`config.mk`:
```
export PLATFORM = sky130hd
export DESIGN_NAME = word_string_hash_and_length_top
export DESIGN_NICKNAME = d
export VERILOG_FILES = /design/src/rtl/wshl_pkg.sv /design/src/rtl/wshl_lane.sv /design/src/rtl/wshl_merge.sv /design/src/rtl/word_string_hash_and_length_top.sv
export SDC_FILE = /design/constraint.sdc
export NUM_CORES = 1
export LEC_CHECK = 0
export ABC_AREA = 1
export BUFFER_PORTS_ARGS = -buffer_cell sky130_fd_sc_hd__buf_2
export CAP_MARGIN = 20
export CORE_UTILIZATION = 50
export DETAILED_ROUTE_END_ITERATION = 12
export PLACE_DENSITY_LB_ADDON = 0.1
export SETUP_SLACK_MARGIN = 0.15
export SLEW_MARGIN = 20
export SYNTH_ARGS = -nofsm -noshare
export SYNTH_HDL_FRONTEND = slang
export SYNTH_SLANG_ARGS = --single-unit
```
`constraint.sdc`:
```
create_clock -name clk_i -period 5.21 [get_ports clk_i]
set_input_delay 0.7815 -clock clk_i [delete_from_list [all_inputs] [get_ports clk_i]]
set_output_delay 0.7815 -clock clk_i [all_outputs]
set_load 0.01 [all_outputs]
```
`src/rtl/wshl_pkg.sv`:
```
// Shared constants and types for the word string hash and length block.
package wshl_pkg;

  localparam int unsigned WORD_BYTES  = 4;
  localparam int unsigned ROTATE_BITS = 5;
  localparam int unsigned DATA_W      = 32;
  localparam int unsigned BYTE_W      = 8;
  localparam int unsigned LANE_W      = WORD_BYTES * BYTE_W;
  localparam int unsigned PAD_W       = (LANE_W > DATA_W) ? LANE_W : DATA_W;
  localparam int unsigned IN_BYTES    = DATA_W / BYTE_W;
  localparam int unsigned CNT_W       = $clog2(WORD_BYTES + 1);

  typedef struct packed {
    logic              term;
    logic [DATA_W-1:0] hash;
    logic [DATA_W-1:0] len;
  } merge_res_t;

endpackage

```
`src/rtl/wshl_lane.sv`:
```
// One byte lane: exact zero detect chained with the lanes below it.
module wshl_lane
  import wshl_pkg::*;
(
  input  logic [BYTE_W-1:0] byte_i,
  input  logic              zero_seen_i,
  output logic              zero_seen_o,
  output logic [BYTE_W-1:0] keep_byte_o
);

  always_comb begin
    zero_seen_o = zero_seen_i | (byte_i == '0);
    keep_byte_o = zero_seen_o ? '0 : byte_i;
  end

endmodule

```
`src/rtl/wshl_merge.sv`:
```
// Merges the lane results into the next hash, length and terminator flag.
module wshl_merge
  import wshl_pkg::*;
(
  input  logic [DATA_W-1:0]     word_i,
  input  logic [WORD_BYTES-1:0] zero_seen_i,
  input  logic [PAD_W-1:0]      keep_word_i,
  input  logic [DATA_W-1:0]     run_hash_i,
  input  logic [DATA_W-1:0]     run_len_i,
  output merge_res_t            res_o
);

  logic [DATA_W-1:0] rotated;
  logic [DATA_W-1:0] masked;
  logic [CNT_W-1:0]  lane_cnt;
  logic              term;

  always_comb begin
    rotated = (run_hash_i << ROTATE_BITS) | (run_hash_i >> (DATA_W - ROTATE_BITS));
    term    = zero_seen_i[WORD_BYTES-1];
    masked  = keep_word_i[DATA_W-1:0];
    for (int b = 0; b < IN_BYTES; b++) begin
      if (b >= WORD_BYTES) begin
        masked[b*BYTE_W +: BYTE_W] = '0;
      end
    end
    lane_cnt = '0;
    for (int i = 0; i < WORD_BYTES; i++) begin
      if (!zero_seen_i[i]) begin
        lane_cnt = lane_cnt + CNT_W'(1);
      end
    end
    res_o.term = term;
    if (term) begin
      res_o.hash = rotated ^ masked;
      res_o.len  = run_len_i + DATA_W'(lane_cnt);
    end else begin
      res_o.hash = rotated ^ word_i;
      res_o.len  = run_len_i + DATA_W'(WORD_BYTES);
    end
  end

endmodule

```
`src/rtl/word_string_hash_and_length_top.sv`:
```
// Top level of the word string hash and length block.
// A final result is registered in the output register, or in skid when stalled.
// Throughput: one word per cycle while in_stall_o is low.
// An output register with a skid stage keeps input and output decoupled.
// Reset (rst_ni low, asynchronous) clears the running hash, length and all valids.
module word_string_hash_and_length_top
  import wshl_pkg::*;
(
  input  logic              clk_i,
  input  logic              rst_ni,
  input  logic              in_valid_i,
  output logic              in_stall_o,
  input  logic [DATA_W-1:0] word_in_i,
  output logic              out_valid_o,
  input  logic              out_stall_i,
  output logic [DATA_W-1:0] hash_out_o,
  output logic [DATA_W-1:0] length_out_o
);

  logic [PAD_W-1:0]      word_pad;
  logic [PAD_W-1:0]      keep_word;
  logic [WORD_BYTES:0]   seen_chain;
  merge_res_t            mres;

  logic [DATA_W-1:0] run_hash_q, run_hash_d;
  logic [DATA_W-1:0] run_len_q, run_len_d;
  logic              out_valid_q, out_valid_d;
  logic [DATA_W-1:0] out_hash_q, out_hash_d;
  logic [DATA_W-1:0] out_len_q, out_len_d;
  logic              skid_valid_q, skid_valid_d;
  logic [DATA_W-1:0] skid_hash_q, skid_hash_d;
  logic [DATA_W-1:0] skid_len_q, skid_len_d;

  logic accept;
  logic out_ready;

  assign word_pad      = PAD_W'(word_in_i);
  assign seen_chain[0] = 1'b0;

  if (PAD_W > LANE_W) begin : g_pad
    assign keep_word[PAD_W-1:LANE_W] = '0;
  end

  for (genvar g = 0; g < WORD_BYTES; g++) begin : g_lane
    wshl_lane u_lane (
      .byte_i      (word_pad[g*BYTE_W +: BYTE_W]),
      .zero_seen_i (seen_chain[g]),
      .zero_seen_o (seen_chain[g+1]),
      .keep_byte_o (keep_word[g*BYTE_W +: BYTE_W])
    );
  end

  wshl_merge u_merge (
    .word_i      (word_in_i),
    .zero_seen_i (seen_chain[WORD_BYTES:1]),
    .keep_word_i (keep_word),
    .run_hash_i  (run_hash_q),
    .run_len_i   (run_len_q),
    .res_o       (mres)
  );

  assign in_stall_o = skid_valid_q;
  assign accept     = in_valid_i & ~skid_valid_q;
  assign out_ready  = ~out_valid_q | ~out_stall_i;

  always_comb begin
    run_hash_d   = run_hash_q;
    run_len_d    = run_len_q;
    out_valid_d  = out_valid_q;
    out_hash_d   = out_hash_q;
    out_len_d    = out_len_q;
    skid_valid_d = skid_valid_q;
    skid_hash_d  = skid_hash_q;
    skid_len_d   = skid_len_q;
    if (accept) begin
      if (mres.term) begin
        run_hash_d = '0;
        run_len_d  = '0;
      end else begin
        run_hash_d = mres.hash;
        run_len_d  = mres.len;
      end
    end
    if (skid_valid_q && out_ready) begin
      out_valid_d  = 1'b1;
      out_hash_d   = skid_hash_q;
      out_len_d    = skid_len_q;
      skid_valid_d = 1'b0;
    end else if (accept && mres.term) begin
      if (out_ready) begin
        out_valid_d = 1'b1;
        out_hash_d  = mres.hash;
        out_len_d   = mres.len;
      end else begin
        skid_valid_d = 1'b1;
        skid_hash_d  = mres.hash;
        skid_len_d   = mres.len;
      end
    end else if (out_ready) begin
      out_valid_d = 1'b0;
    end
  end

  always_ff @(posedge clk_i or negedge rst_ni) begin
    if (!rst_ni) begin
      run_hash_q   <= '0;
      run_len_q    <= '0;
      out_valid_q  <= 1'b0;
      skid_valid_q <= 1'b0;
    end else begin
      run_hash_q   <= run_hash_d;
      run_len_q    <= run_len_d;
      out_valid_q  <= out_valid_d;
      skid_valid_q <= skid_valid_d;
    end
  end

  always_ff @(posedge clk_i) begin
    out_hash_q  <= out_hash_d;
    out_len_q   <= out_len_d;
    skid_hash_q <= skid_hash_d;
    skid_len_q  <= skid_len_d;
  end

  assign out_valid_o  = out_valid_q;
  assign hash_out_o   = out_hash_q;
  assign length_out_o = out_len_q;

`ifndef NO_ASSERTIONS
  a_skid_implies_out: assert property (@(posedge clk_i) disable iff (!rst_ni)
    skid_valid_q |-> out_valid_q)
    else $error("Skid stage holds a result while the output register is empty.");

  a_term_clears: assert property (@(posedge clk_i) disable iff (!rst_ni)
    (accept && mres.term) |=> (run_len_q == '0 && run_hash_q == '0))
    else $error("Running state was not cleared after a terminating transaction.");

  a_len_step: assert property (@(posedge clk_i) disable iff (!rst_ni)
    (accept && !mres.term) |=> (run_len_q == $past(run_len_q) + DATA_W'(WORD_BYTES)))
    else $error("Running length did not advance by one word.");
`endif

endmodule
```
==> summary.md <==
| Metric | Value |
|---|---|
| Clock-pin transition on the worst setup and hold timing paths | 0.07 ns |
| CP cell instances | buf_2, nor2_1, nand2_1, nor2_1, nor2_4, nand3_4, nand2_1, inv_1, ha_1, fa_1, nand2_1, a21oi_1, nand2_1, inv_1, nand3_1, nand2_1, nand2_1, nand2_1, nand2_1, nand2_1 |
| Power Internal | 2.62 mW |
| Tot GR Track Use | 23.6% |
| Register area share after synthesis | 57.2% |
| Synthesized area | 0.00961 sq mm |
| CTS Buf Count | 17 |
| Routability cong. | 0.941 |
| Die area | 0.0198 sq mm |
| Distinct cell type count after synthesis | 34 |
| P_sw | 0.991 mW |
| Post-Syn Instances | 1,115 |
| Hold Crit Class | input port to asynchronous set/reset pin |
| DRC | 0 |
| WL/cell | 15.3 um |
| Die height | 141 um |
| Largest net degree at the start of global routing | 77 |
| Critical Path Source Type | input port |
| Pwr/cell area | 329 mW/mm^2 |
| Synthesis warning total | 0 |
| Vias | 7,383 |
| Core ar. | 0.0188 sq mm |
| Die W | 141 um |
| Final Hold Viols | 0 |
| DRT iter0 DRCs | 526 |
| Post-CTS Resized | 0 |
| Antenna Nets Post-Route | 0 |
| Peak fanout along the critical path | 33 |
| Reg-to-reg startpoint | in_stall_o |
| Comb pwr share | 12.6% |
| Final setup fails | 0 |
| Setup Fix Bufs, Post-CTS | 0 |
| Placed insts | 1,424 |
| CTS H-tree depth | 4 |
| First-pass GRT wire length | 35,700 um |
| P_leak | 4.82 nW |
| Most common cell in the synthesized netlist | nand2_1 |
| Area Growth Syn to Fin | 14.1% |
| Post-Syn Nets | 1,157 |
| Share of cells above drive strength 1 | 14.6% |
| Sw Ratio | 27.5% |
| Worst-margin pin slew | 0.791 ns |
| Flop2flop setup slack | 2.64 ns |
| Filler instances | 1,709 |
| # rows | 50 |
| Achievable Freq | 277 MHz |
| Fin. max-slew vios | 0 |
| Maximum clock path buffer count | 2 |
| GR Overflow Total | 0 |
| Maximum capacitance violations | 0 |
| Min cycle time layout | 3.60 ns |
| Worst-skew pair later-pin latency | 0.44 ns |
| Clk Tree Root Cell | clkbuf_16 |
| Peak supply drop | 0.000267 V |
| Non-Filler Instances | 1,456 |
| Area of the multi-input gates | 0.00363 sq mm |
| Slowest stage delay, CP | 0.45 ns |
| Commonest cells post-synth | nand2_1 (481), edfxtp_1 (128), inv_1 (90) |
| Post-synth EDFFs | 128 |
| Worst Skew | 0.00818 ns |
| Reg2Reg Depth | 8 |
| Synth area leader | edfxtp_1 |
| Critical path class | input port to register |
| Via-to-Cell Ratio | 5.07 |
| Slew Limit Headroom | 47.2% |
| Drt total wl | 22,300 um |
| Ant. Diodes | 0 |
| Sequential share of power | 50.7% |
| Nets | 1,251 |
| CTS Sinks | 194 |
| Req. time, crit path | 5.40 ns |
| Synth top area share | 40.0% |
| Area contributors post-synth | edfxtp_1 (40%), nand2_1 (19%), dfrtp_1 (17%) |
| Async SR Flop Fraction | 34.0% |
| Crit path arrival time | 3.79 ns |
| Worst r2r dst | length_out_o[29] |
| Vias in the first global route | 6,795 |
| # port buffers | 101 |
| Initial Utilization | 51.2% |
| Crit-path slowest cell | nand3_4 |
| TritonRoute pass-1 iters | 4 |
| Status | complete, no violations |
| Crit path top cell by count | nand2_1 |
| CTS tree | yes |
| Flip-flop and latch area | 0.00550 sq mm |
| Crit end category | register |
| IO Pins | 102 |
| Crit share post-route | 69.2% |
| Ys flop type | edfxtp_1 |
| Post-Route Setup TNS | 0 ns |
| Post-CTS Hold Buffers | 0 |
| Post-DP HPWL | 15,400 um |
| RSZ-0062 raised after global routing | false |
| Initial antenna violation count | 0 |
| Clk pwr share | 36.6% |
| Number of synthesized register bits | 194 |
| Mean area per synthesized cell | 8.62 sq um |
==> power groups by stage <==
stage | Combinational (mW) | Clock [mW] | Sequential (mW)
4_1_cts | 0.455 | 1.34 | 1.83
6_report | 0.456 | 1.32 | 1.83
3_5_place_dp | 0.448 | 0 | 1.86
5_1_grt | 0.520 | 1.40 | 1.84
2_1_floorplan | 0.312 | 0 | 1.85
3_3_place_gp | 0.442 | 0 | 1.86
==> sequential cells by signal, summed over array words and instances (netlist names) <==
register and cells:
run_len_q 32, length_out_o 32, out_valid_o 1, in_stall_o 1, skid_len_q 32, skid_hash_q 32
hash_out_o 32, run_hash_q 32
==> worst max path at each step <==
stage	start	endpoint	slack, ns
2_1_floorplan	word_in_i[15]	hash_out_o[0]	0.37
3_3_place_gp	word_in_i[3]	length_out_o[22]	1.18
3_5_place_dp	word_in_i[3]	length_out_o[22]	1.14
4_1_cts	word_in_i[3]	length_out_o[22]	1.59
5_1_grt	word_in_i[3]	length_out_o[22]	1.25
6_report	word_in_i[3]	length_out_o[22]	1.61
==> metrics by stage <==
stage | total power [mW] | setup slack, ns | hold slack [ns] | area, sq um | util [%]
finish | 3.61 | 1.61 | 0.339 | 11000 | 58.4
global route | 3.76 | 1.25 | 0.377 | 11000 | 58.4
CTS | 3.63 | 1.59 | 0.353 | 11000 | 58.4
detailed placement | 2.31 | 1.14 | 0.484 | 10400 | 55.2
global placement | 2.30 | 1.18 | 0.481 | 10400 | 55.2
floorplan | 2.16 | 0.366 | 0.464 | 9610 | -
==> worst max-delay path, delay by kind of cell <==
| kind | cells | cell delay (ns) |
|---|---|---|
| compound gates | 1 | 0.15 |
| fa+ha+maj | 2 | 0.59 |
| buf+inv | 3 | 0.23 |
| simple gates | 14 | 2.03 |
==> logic make-up (layout without fill, tap and decap cells) <==
logic type | after synthesis | after routing | synth area share [%]
AO/OA/AOI/OAI | 85 | 85 | 4.70
buffers and inverters | 127 | 234 | 5.24
XOR/XNOR | 45 | 45 | 4.10
adder cells (fa/ha/maj) | 6 | 6 | 0.859
AND/OR/NAND/NOR | 658 | 658 | 27.9
flip-flops | 194 | 194 | 57.2
==> layout make-up <==
class	count	area share [%]
clock inverters	13	1.28
inverters	92	3.15
well taps	234	2.67
multi-input cells	794	33.2
clock buffers	19	4.13
flip-flops and latches	194	50.1
repair buffers	110	5.46
==> layer usage <==
| layer | global-route usage, % | up-vias | part of all wire [%] |
|---|---|---|---|
| met5 | 0 | - | 0 |
| met4 | 8.07 | 0 | 1.9 |
| met3 | 3.77 | 29 | 4.2 |
| met2 | 34.9 | 191 | 43 |
| met1 | 35.5 | 3421 | 51 |
| li1 | - | 3742 | - |
==> cell usage in the layout, fill, tap and decap left out, types with 14 or more instances in the layout <==
master,n
buf_2,101
xor2_1,38
clkbuf_16,17
dfrtp_1,66
nand3_1,50
inv_1,89
nor2_2,14
edfxtp_1,128
nor2_1,84
o21ai_0,66
nand2_1,480
Note: power is estimated with default switching activity, not from simulation.
